--- src/rtl/core/csp_pkg.sv ---
// ============================================================================
// csp_pkg
// Shared constants, register codes and pipeline payload types of the capsule
// support point block.
// ============================================================================
`default_nettype none

package csp_pkg;

    // Fixed-point formats.
    localparam int FRACTION_BITS = 16;
    localparam int UNIT_BITS     = 30;
    localparam int AXIS_BITS     = 14;
    localparam int COORD_W       = 32;
    localparam int AXIS_W        = 16;
    localparam int LEN_W         = 32;
    localparam int UMAG_W        = UNIT_BITS + 1;
    localparam int SR_W          = 33;

    // Iteration counts of the square root and divider pipelines.
    localparam int SQRT_STEPS    = LEN_W;
    localparam int DIV_STEPS     = UMAG_W;

    // Register port.
    localparam int APB_ADDR_W    = 5;
    localparam int APB_DATA_W    = 32;

    typedef enum logic [2:0] {
        REG_RADIUS,
        REG_HEIGHT,
        REG_CENTER_X,
        REG_CENTER_Y,
        REG_CENTER_Z,
        REG_AXIS_X,
        REG_AXIS_Y,
        REG_AXIS_Z
    } reg_idx_t;

    // Static shape of the capsule.
    typedef struct packed {
        logic [30:0]                    radius;
        logic [30:0]                    height;
        logic [2:0][COORD_W-1:0]        center;
        logic [2:0][AXIS_W-1:0]         axis;
    } cfg_t;

    // Direction as sign and magnitude per component.
    typedef struct packed {
        logic [2:0]                     neg;
        logic [2:0][COORD_W-1:0]        mag;
    } dir_t;

    // Unit direction, 30 fraction bits, sign and magnitude.
    typedef struct packed {
        logic [2:0]                     neg;
        logic [2:0][UMAG_W-1:0]         umag;
    } unit_t;

    // Count of leading zeros of a 32-bit word; 32 for zero.
    function automatic logic [5:0] lzc32(input logic [31:0] v);
        logic [5:0] n;
        n = 6'd32;
        for (int i = 0; i < 32; i++)
        begin
            if (v[i])
            begin
                n = 6'(31 - i);
            end
        end
        return n;
    endfunction

endpackage

`default_nettype wire

--- src/rtl/core/csp_cfg.sv ---
// ============================================================================
// csp_cfg
// APB register file holding radius, cylinder height, centre and axis.
// ============================================================================
`default_nettype none

module csp_cfg (
    input  wire logic                           clk,
    input  wire logic                           rst_n,
    input  wire logic                           psel,
    input  wire logic                           penable,
    input  wire logic                           pwrite,
    input  wire logic [csp_pkg::APB_ADDR_W-1:0] paddr,
    input  wire logic [csp_pkg::APB_DATA_W-1:0] pwdata,
    output logic      [csp_pkg::APB_DATA_W-1:0] prdata,
    output logic                                pready,
    output csp_pkg::cfg_t                       cfg
);
    import csp_pkg::*;

    // Reset shape: everything zero except a unit axis along x.
    localparam cfg_t CFG_RESET = '{
        radius: '0,
        height: '0,
        center: '0,
        axis:   {AXIS_W'(0), AXIS_W'(0), AXIS_W'(1 << AXIS_BITS)}
    };

    cfg_t     cfg_reg;
    cfg_t     cfg_next;
    reg_idx_t idx;
    logic     wr_en;

    assign idx    = reg_idx_t'(paddr[APB_ADDR_W-1:2]);
    assign wr_en  = psel && penable && pwrite;
    assign pready = 1'b1;
    assign cfg    = cfg_reg;

    // Register write decode.
    always_comb
    begin
        cfg_next = cfg_reg;
        if (wr_en)
        begin
            case (idx)
                REG_RADIUS:   cfg_next.radius    = pwdata[30:0];
                REG_HEIGHT:   cfg_next.height    = pwdata[30:0];
                REG_CENTER_X: cfg_next.center[0] = pwdata;
                REG_CENTER_Y: cfg_next.center[1] = pwdata;
                REG_CENTER_Z: cfg_next.center[2] = pwdata;
                REG_AXIS_X:   cfg_next.axis[0]   = pwdata[AXIS_W-1:0];
                REG_AXIS_Y:   cfg_next.axis[1]   = pwdata[AXIS_W-1:0];
                REG_AXIS_Z:   cfg_next.axis[2]   = pwdata[AXIS_W-1:0];
                default:      cfg_next           = cfg_reg;
            endcase
        end
    end

    // Register read mux; the axis reads back sign-extended.
    always_comb
    begin
        case (idx)
            REG_RADIUS:   prdata = {1'b0, cfg_reg.radius};
            REG_HEIGHT:   prdata = {1'b0, cfg_reg.height};
            REG_CENTER_X: prdata = cfg_reg.center[0];
            REG_CENTER_Y: prdata = cfg_reg.center[1];
            REG_CENTER_Z: prdata = cfg_reg.center[2];
            REG_AXIS_X:   prdata = {{(APB_DATA_W-AXIS_W){cfg_reg.axis[0][AXIS_W-1]}},
                                    cfg_reg.axis[0]};
            REG_AXIS_Y:   prdata = {{(APB_DATA_W-AXIS_W){cfg_reg.axis[1][AXIS_W-1]}},
                                    cfg_reg.axis[1]};
            REG_AXIS_Z:   prdata = {{(APB_DATA_W-AXIS_W){cfg_reg.axis[2][AXIS_W-1]}},
                                    cfg_reg.axis[2]};
            default:      prdata = '0;
        endcase
    end

    always_ff @(posedge clk or negedge rst_n)
    begin
        if (!rst_n)
        begin
            cfg_reg <= CFG_RESET;
        end
        else
        begin
            cfg_reg <= cfg_next;
        end
    end

endmodule

`default_nettype wire

--- config.mk ---
export PLATFORM = sky130hd
export DESIGN_NAME = csp_cfg
export DESIGN_NICKNAME = d
export VERILOG_FILES = /design/src/rtl/core/csp_pkg.sv /design/src/rtl/core/csp_cfg.sv
export SDC_FILE = /design/constraint.sdc
export NUM_CORES = 1
export LEC_CHECK = 0
export ABC_CLOCK_PERIOD_IN_PS = 2400
export BUFFER_PORTS_ARGS = -buffer_cell sky130_fd_sc_hd__clkbuf_2
export CORE_MARGIN = 4
export CORE_UTILIZATION = 32
export CTS_BUF_LIST = sky130_fd_sc_hd__clkbuf_2
export CTS_CLUSTER_DIAMETER = 200
export DETAILED_ROUTE_END_ITERATION = 12
export RECOVER_POWER = 25
export SYNTH_ARGS = -nofsm -noshare
export SYNTH_HDL_FRONTEND = slang
export SYNTH_SLANG_ARGS = --single-unit
--- constraint.sdc ---
create_clock -name clk -period 2.4 [get_ports clk]
set_clock_uncertainty 0.2 [all_clocks]
set_input_delay 0.6 -clock clk [delete_from_list [all_inputs] [get_ports clk]]
set_output_delay 0.6 -clock clk [all_outputs]
set_load 0.02 [all_outputs]
==> impl_metrics.yaml, run 1 <==
synthesis:
  yosys_warnings: 0
  synth_edf_count: 0
  syn_inst: 745
  synth_cell_type_count: 40
  syn_avg_cell_area_um2: 12.9
  synth_nets: 787
  syn-cell-area_um2: 9630
  async_flop_share: 1.00
  synth_top_area_share: 0.532
  synth_flop_cell: "dfrtp_1"
  synth_top_area_cell: "dfrtp_1"
  synth-seq-area-share: 0.535
  ys_ff_latch: 206
  synth_area_leaders: "dfrtp_1, mux2_2, mux2i_1"
sta:
  setup_viol: 32
  finalHoldViolations: 0
  grt_setup_unrepaired: "yes"
  tightest_slew_ns: 1.32
  slew_headroom: 0.122
  finalCritPeriodShare: 1.27
  finalMaxSlewViolations: 0
  finalCriticalPeriod_ns: 3.04
  fmax_mhz: 329
  worst_slack_ns: -0.641
clock_tree:
  insertion_delay_ns: 0.80
  clockBufferDepth: 3
  cts_root_buf: "clkbuf_2"
  cts_num_sinks: 206
  htree_levels: 2
  clk_pin_slew_ns: 0.10
  cts_tree: "done"
  cts_buffers: 57
power_and_ir_drop:
  p_sw_mw: 4.39
  worst_ir_drop_vdd_mv: 0.433
  p_per_area_nw_per_um2: 807
  switching_share: 0.380
  power.total_mw: 11.6
  pwr-share-comb: 0.368
  p_clk_frac: 0.222
  p_seq_frac: 0.410
  cellLeakagePower_nw: 6.93
  intPower_mw: 7.17
hold_path:
  hold_class: "in -> reg"
  min_from: "penable"
  worst_hold_path.endpoint: "cfg[82]"
  whs_path_depth: 5
detailed_routing:
  drt_first_pass_iters: 4
  drt-vias-per-instance: 5.03
  wl_per_cell_um: 20.8
  antenna_left: 0
  drc: 0
  drt-total-wl_mm: 33.7
  drt_iter0_drc: 301
  vias: 8151
critical_path:
  slowest_delay_ns: 0.41
  arrival_ns: 2.24
  rrSetupSlack_ns: 1.16
  worstReg2RegEnd: "cfg[47]"
  worstPathBufferInverterCount: 2
  crit_chain: "mux2i_4, o211ai_4, buf_12, a211oi_2, o22ai_2, clkbuf_2"
  critPathLaunch: "cfg[15]"
  reg2regPathDepth: 3
  start_kind: "flip-flop"
  crit_fanout: 23
  end_kind: "output port"
  cp_data_required_time_ns: 1.60
  cp_top_family: "compound AO/OA/AOI/OAI gates"
  r2r_start: "cfg[47]"
  worstSetupPathType: "reg -> out"
  slowest_stage: "dfrtp_1"
finish:
  layout-drive-gt1-share: 0.637
  synthToLayoutAreaGrowth_pct: 48.7
  final_nets: 1232
  largest_reg_flops: 206
global_route:
  grt_pass1_wl_mm: 51.5
  overflow: 0
  grt_max_degree: 50
  grt_usage: 0.197
  antenna_found_initial: 1
  grt_pass1_vias: 8647
status:
  violations: "setup timing"
  status: "complete, but fails checks"
placement:
  pre_cts_ws_ns: -0.472
  dp_hpwl_mm: 23.2
  place_congestion: 0.799
  portBuffers: 277
floorplanning:
  die_x_um: 182
  placementRows: 63
  core_um2: 29600
  die_y_um: 182
  initial_core_util: 0.325
  ioPinCount: 281
  dieArea_um2: 32900
job:
  maxCapViolations: 0
==> power by group through the flow <==
stage	registers [mW]	logic, mW	clock network [mW]
4_1_cts	4.73	3.96	2.69
2_1_floorplan	5.53	1.36	0
5_1_grt	4.83	4.52	2.87
3_5_place_dp	4.83	3.59	0
6_report	4.74	4.26	2.57
3_3_place_gp	4.80	3.55	0
==> layout by cell type, fill, tap and decap left out, types with 8 or more instances in the layout <==
cell type	instances
a211oi_2	28
a21oi_4	12
a22o_1	15
buf_12	21
buf_4	86
buf_6	57
buf_8	13
clkbuf_2	298
clkbuf_8	8
dfrtp_1	204
dlygate4sd3_1	33
mux2_1	14
mux2_2	188
mux2i_1	33
nand2_1	22
nand3_1	12
nor2_1	49
nor2_4	9
nor2b_1	12
o211ai_1	12
o21ai_2	10
o22ai_2	15
o2bb2ai_1	12
==> routing by layer <==
layer	vias to the layer above	GRT usage	share of wire
met3	55	0.0575	0.084
li1	3658	-	-
met2	323	0.323	0.47
met1	4115	0.256	0.42
met5	-	0	0
met4	0	0.0516	0.018
==> cell families (layout without fill, tap and decap cells) <==
kind of cell | Yosys count | in the layout | share of synthesized area
AND/OR/NAND/NOR | 117 | 117 | 0.0635
other | 1 | 2 | 0.000389
buffers and inverters | 59 | 544 | 0.0360
flip-flops | 206 | 206 | 0.535
AO/OA/AOI/OAI | 126 | 126 | 0.0935
multiplexers | 236 | 236 | 0.271
==> synthesized netlist by cell type, drive strengths merged (2+ instances only) <==
cell type and count:
a22o 15, buf 43, nand2 24, o2bb2ai 12, nand4 2, mux2 202, nand2b 2, o211ai 13
nor2 60, nor2b 13, mux2i 34, o21ai 16, a21oi 16, clkbuf 11, dfrtp 205, o22ai 15
a221o 4, nand3 12, a211oi 30, a221oi 3, inv 5
==> cell type report <==
class | count | area, um^2
Antenna cell | 1 | 2.50
Clock buffer | 86 | 430
Clock inverter | 13 | 83.8
Fill cell | 2727 | 15300
Inverter | 5 | 18.8
Multi-Input combinational cell | 480 | 4680
Sequential cell | 206 | 5160
Tap cell | 390 | 488
Timing Repair Buffer | 440 | 3460
==> tightest hold or removal path: cells and delay by family <==
kind | cells | cell delay (ns)
muxes | 1 | 0.20
buffers and inverters | 2 | 0.27
and+or+nand+nor | 2 | 0.18
==> how the worst max path moves through the flow <==
stage,endpoint,slack [ns],cells past startpoint
3_3_place_gp,prdata[12],-0.46,7
6_report,prdata[24],-0.64,6
5_1_grt,prdata[16],-0.80,6
3_5_place_dp,prdata[12],-0.47,7
2_1_floorplan,prdata[15],-0.1,6
4_1_cts,prdata[19],-0.75,6
==> per-stage QoR <==
step / hold WS, ns / cells / TNS [ns] / util / instance area, um^2
2_1_floorplan: 0.104 / 745 / -1.32 / - / 10100
3_3_place_gp: 0.298 / 1444 / -15.87 / 0.423 / 12500
3_5_place_dp: 0.306 / 1444 / -16.85 / 0.423 / 12500
4_1_cts: 0.0262 / 1605 / -17.87 / 0.469 / 13900
5_1_grt: 0.200 / 1621 / -20.03 / 0.483 / 14300
6_report: 0.301 / 1621 / -14.35 / 0.483 / 14300
==> what timing repair did <==
item | 4_1_cts | 5_1_grt
endpoints found under the setup margin | 34 | 62
pin swaps | 25 | 22
hold buffers | 33 | 0
hold endpoints to repair | 412 | 0
gates resized for setup | 77 | 163
buffers inserted | 32 | 26
Power figures use the tool's default switching activity.
==> run 2, diff against run 1 <==
--- a/config.mk
+++ b/config.mk
@@ -5,7 +5,7 @@
 export SDC_FILE = /design/constraint.sdc
 export NUM_CORES = 1
 export LEC_CHECK = 0
-export ABC_CLOCK_PERIOD_IN_PS = 2400
+export ABC_CLOCK_PERIOD_IN_PS = 3820
 export BUFFER_PORTS_ARGS = -buffer_cell sky130_fd_sc_hd__clkbuf_2
 export CORE_MARGIN = 4
 export CORE_UTILIZATION = 32
==> constraint.sdc (replaced) <==
create_clock -name clk -period 3.82 [get_ports clk]
set_clock_uncertainty 0.2 [all_clocks]
set_input_delay 0.955 -clock clk [delete_from_list [all_inputs] [get_ports clk]]
set_output_delay 0.955 -clock clk [all_outputs]
set_load 0.02 [all_outputs]
==> run 2 against run 1 <==
Compared with the run above: sequential power is 37% lower; total power is 43% lower; cell count is 7.7% lower; register-to-register slack better by 1.6 ns; sequential cell count stayed put; non-clock buffer count is 123 lower; final area is 16% lower; global-route usage is 0.72 points lower; combinational power is 51% lower; wire length is 4.8% lower; the flow finishes with violations (capacitance limit, slew limit); core utilization is 7.8 points lower.
==> impl_metrics.yaml, run 2 (synthesis results as in run 1) <==
detailed_routing:
  drt-vias-per-instance: 5.05
  drt_iter0_drc: 244
  vias: 7553
  drt_first_pass_iters: 4
  drt-total-wl_mm: 32.1
  antenna_left: 0
  wl_per_cell_um: 21.5
  drc: 0
sta:
  setup_viol: 0
  finalHoldViolations: 0
  finalCriticalPeriod_ns: 3.61
  tightest_slew_ns: 2.05
  fin_setup_tns_ns: 0
  grt_setup_unrepaired: "no"
  finalCritPeriodShare: 0.946
  slew_headroom: -0.367
  fmax_mhz: 277
  finalMaxSlewViolations: 80
critical_path:
  crit_fanout: 17
  arrival_ns: 2.46
  cp_data_required_time_ns: 2.66
  rrSetupSlack_ns: 2.79
  worstReg2RegEnd: "cfg[198]"
  critPathLaunch: "paddr[2]"
  slowest_stage: "or2_2"
  end_kind: "output port"
  worstSetupPathType: "in -> out"
  start_kind: "primary input"
  reg2regPathDepth: 1
  crit_chain: "clkbuf_2, buf_4, or2_2, nor2_1, o22ai_1, clkbuf_2"
  worstPathBufferInverterCount: 3
  cp_top_family: "buffers and inverters"
  cpMostUsedCell: "clkbuf_2"
  r2r_start: "cfg[198]"
  slowest_delay_ns: 0.52
finish:
  utilization: 0.406
  final_cell_mix: "clkbuf_2, dfrtp_1, mux2_2"
  layout-drive-gt1-share: 0.553
  final_nets: 1107
  synthToLayoutAreaGrowth_pct: 24.8
  multi_input_area_um2: 4130
  largest_reg_flops: 206
  n_fill_cell: 2961
  stdcell_count: 1496
  layout_commonest_cell: "clkbuf_2"
  register_area_um2: 5160
status:
  violations: "capacitance limit, slew limit"
  status: "complete, but fails checks"
global_route:
  antenna_found_initial: 1
  overflow: 0
  grt_pass1_wl_mm: 48.8
  grt_pass1_vias: 7849
  grt_max_degree: 80
  grt_usage: 0.190
clock_tree:
  cts_num_sinks: 206
  post_cts_resized: 0
  cts_root_buf: "clkbuf_2"
  cts_buffers: 55
  cts_setup_buffers: 0
  insertion_delay_ns: 0.77
  cts_tree: "done"
  clk_pin_slew_ns: 0.10
  htree_levels: 2
  clockBufferDepth: 3
placement:
  place_congestion: 0.793
  place_inst: 1397
  portBuffers: 277
  dp_hpwl_mm: 21.9
floorplanning:
  core_um2: 29600
  dieArea_um2: 32900
  die_x_um: 182
  die_y_um: 182
  initial_core_util: 0.325
  ioPinCount: 281
  placementRows: 63
hold_path:
  worst_hold_path.endpoint: "cfg[102]"
  whs_path_depth: 2
  hold_class: "in -> reg"
  min_from: "pwdata[22]"
power_and_ir_drop:
  power.total_mw: 6.56
  worst_ir_drop_vdd_mv: 0.248
  cellLeakagePower_nw: 5.99
  p_per_area_nw_per_um2: 546
job:
  maxCapViolations: 1
-- run 2: changes by cell type in the layout (fill, tap and decap cells not counted), moves of 12 or more --
cell	previous run	this run
a211oi_1	0	30
o21ai_0	4	16
a211oi_2	28	0
buf_8	13	0
o22ai_1	0	15
clkbuf_2	298	363
a21oi_4	12	0
buf_6	57	0
buf_12	21	5
dlygate4sd3_1	33	1
buf_4	86	33
a21oi_1	0	16
o22ai_2	15	0
-- run 2: layout make-up --
type                       count  share of cell area
timing repair buffer         317               0.146
clock buffer                  88              0.0366
antenna                        1            0.000208
sequential                   206               0.429
multi-input combinational    480               0.343
tap                          390              0.0406
inverter                       5             0.00156
clock inverter                 9             0.00312
-- run 2: per-layer routing --
metal	vias to the layer above	GRT usage	wire length [um]
met3	50	0.0627	2750
met1	3789	0.251	14000
met2	314	0.301	14700
met4	0	0.0498	598
met5	-	0	0
li1	3400	-	-
-- run 2: worst max path at each step --
stage | to | depth (start not counted)
after floorplan | prdata[31] | 4
after global routing | prdata[15] | 6
after detailed placement | prdata[19] | 6
after CTS | prdata[19] | 6
final | prdata[27] | 6
after global placement | prdata[19] | 6
-- run 2: per-stage QoR --
stage               instance area, um^2  hold WS [ns]  worst slack [ns]
CTS                               12100        0.0900             0.182
global route                      12000        0.0952            0.0116
finish                            12000         0.216             0.206
global placement                  11600         0.294             0.176
detailed placement                11600         0.297             0.184
floorplan                          9630         0.428             0.411
-- run 2: where the power goes --
group | internal [mW] | total, mW | switching, mW | leakage, nW
clock network | 0.600 | 1.52 | 0.918 | 0.381
registers | 2.61 | 2.98 | 0.366 | 2.63
logic | 0.804 | 2.07 | 1.26 | 2.99
total | 4.01 | 6.56 | 2.55 | 5.99
-- run 2: repair_timing --
item / 4_1_cts / 5_1_grt
endpoints found under the hold margin: 76 / 0
hold buffers: 1 / 0
setup endpoints to repair: 0 / 0
==> run 3, diff against run 2 <==
--- a/config.mk
+++ b/config.mk
@@ -5,7 +5,7 @@
 export SDC_FILE = /design/constraint.sdc
 export NUM_CORES = 1
 export LEC_CHECK = 0
-export ABC_CLOCK_PERIOD_IN_PS = 3820
+export ABC_CLOCK_PERIOD_IN_PS = 3000
 export BUFFER_PORTS_ARGS = -buffer_cell sky130_fd_sc_hd__clkbuf_2
 export CORE_MARGIN = 4
 export CORE_UTILIZATION = 32
==> constraint.sdc (replaced) <==
create_clock -name clk -period 3 [get_ports clk]
set_clock_uncertainty 0.2 [all_clocks]
set_input_delay 0.75 -clock clk [delete_from_list [all_inputs] [get_ports clk]]
set_output_delay 0.75 -clock clk [all_outputs]
set_load 0.02 [all_outputs]
==> run 3 against run 2 <==
Compared with the run above: the run ends with capacitance limit, slew limit, setup timing left; total power up 33%; register-to-register slack worse by 1.0 ns; critical path depth unchanged; clock-buffer cell count down 2; combinational power up 43%; cell count up 6.0%; die area unchanged; non-clock buffer count up 93; worst hold slack worse by 0.085 ns; highest routed layer is now met5.
==> impl_metrics.yaml, run 3 (synthesis results as in run 1) <==
detailed_routing:
  wl_met3_mm: 2.95
  dr_wl_met2_mm: 15.4
  antenna_left: 0
  drt_first_pass_iters: 4
  wl_met1_mm: 14.1
  drc: 0
  top_layer: "met5"
  wl_per_cell_um: 21.0
  drt-vias-per-instance: 5.02
  vias: 7961
  drt-total-wl_mm: 33.2
  drt_iter0_drc: 319
clock_tree:
  clk_pin_slew_ns: 0.10
  cts_buffers: 55
  cts_root_buf: "clkbuf_2"
  htree_levels: 2
  cts_num_sinks: 206
  clockBufferDepth: 3
  cts_tree: "done"
  insertion_delay_ns: 0.81
critical_path:
  cp_data_required_time_ns: 2.05
  arrival_ns: 2.30
  worstSetupPathType: "reg -> out"
  end_kind: "output port"
  start_kind: "flip-flop"
  crit_fanout: 15
job:
  maxCapViolations: 1
global_route:
  grt_pass1_wl_mm: 49.8
  antenna_found_initial: 2
  grt_usage: 0.192
  overflow: 0
  grt_pass1_vias: 8290
  grt_max_degree: 73
floorplanning:
  die_y_um: 182
  initial_core_util: 0.325
  dieArea_um2: 32900
  placementRows: 63
  die_x_um: 182
  ioPinCount: 281
  core_um2: 29600
finish:
  final_nets: 1200
  layout_commonest_cell: "clkbuf_2"
  final_cell_mix: "clkbuf_2, dfrtp_1, mux2_2"
  stdcell_count: 1586
  n_fill_cell: 2868
  register_area_um2: 5160
  multi_input_area_um2: 4290
  utilization: 0.451
  layout-drive-gt1-share: 0.582
  synthToLayoutAreaGrowth_pct: 38.6
  largest_reg_flops: 206
sta:
  slew_headroom: -0.343
  grt_setup_unrepaired: "yes"
  fmax_mhz: 308
  finalCritPeriodShare: 1.08
  finalCriticalPeriod_ns: 3.25
  worst_hold_slack_ns: 0.131
  tightest_slew_ns: 2.01
  finalHoldViolations: 0
  worst_slack_ns: -0.251
  finalMaxSlewViolations: 72
  setup_viol: 15
power_and_ir_drop:
  p_per_area_nw_per_um2: 655
  cellLeakagePower_nw: 6.58
  worst_ir_drop_vdd_mv: 0.376
placement:
  pre_cts_ws_ns: -0.0726
  place_congestion: 0.811
  place_inst: 1429
  dp_hpwl_mm: 22.5
  portBuffers: 277
status:
  violations: "capacitance limit, slew limit, setup timing"
  status: "complete, but fails checks"
hold_path:
  hold_class: "in -> reg"
## run 3: cell count changes in the layout (fill, tap and decap cells not counted), moves of 4 or more
cell,delta
buf_4,+42
dlygate4sd3_1,+30
clkbuf_2,-27
buf_12,+21
a211oi_1,-14
a211oi_2,+14
buf_2,+7
buf_6,+7
a21oi_1,-5
o21ai_0,-5
o21ai_1,+5
a21oi_2,+4
clkbuf_1,+4
## run 3: power breakdown
part           leakage (nW)  switching (mW)  internal (mW)
clock network         0.390            1.16          0.832
logic                  3.57            1.71           1.26
registers              2.63           0.467           3.32
## run 3: what timing repair did
| item | 4_1_cts | 5_1_grt |
|---|---|---|
| setup endpoints to repair | 32 | 32 |
| cloned | 0 | 2 |
| pin swaps | 7 | 12 |
| endpoints found under the hold margin | 242 | 0 |
| resized for setup | 37 | 59 |
| hold buffers | 31 | 0 |
| buffers inserted | 15 | 15 |
## run 3: critical path: stages (launching register included)
cell,delay (ns)
dfrtp_1,0.42
mux2i_4,0.19
o211ai_4,0.14
clkbuf_16,0.21
a211oi_1,0.24
o22ai_1,0.12
clkbuf_2,0.17
## run 3: final timing paths
path                       slack (ns)        from  cells after the start    endpoint
setup / recovery                -0.25     cfg[47]                      6  prdata[26]
hold / removal                   0.13  pwdata[13]                      2    cfg[125]
setup reg to reg                 1.76     cfg[30]                      3     cfg[30]
hold reg to reg                  0.32     cfg[98]                      1     cfg[98]
max in group asynchronous        0.25       rst_n                      3     cfg[11]
min in group asynchronous        0.84       rst_n                      2    cfg[106]
## run 3: area by class of cell
type	count	area share
flip-flops and latches	206	0.386
multi-input cells	480	0.321
repair buffers	410	0.218
well taps	390	0.0365
clock buffers	86	0.0322
clock inverters	8	0.00440
inverters	5	0.00159
diodes	1	0.000187
## run 3: metal layers
layer / vias up / track usage
met5: - / 0
met4: 2 / 0.0573
met3: 74 / 0.0603
met2: 338 / 0.313
met1: 3969 / 0.247
li1: 3578 / -
## run 3: per-stage QoR
| stage | instance area (um^2) | setup TNS [ns] | power (mW) |
|---|---|---|---|
| 2_1_floorplan | 9630 | 0 | 5.36 |
| 3_3_place_gp | 12100 | -0.736 | 6.53 |
| 3_5_place_dp | 12100 | -0.845 | 6.57 |
| 4_1_cts | 13200 | -5.05 | 8.77 |
| 5_1_grt | 13400 | -7.17 | 9.27 |
| 6_report | 13400 | -2.91 | 8.75 |
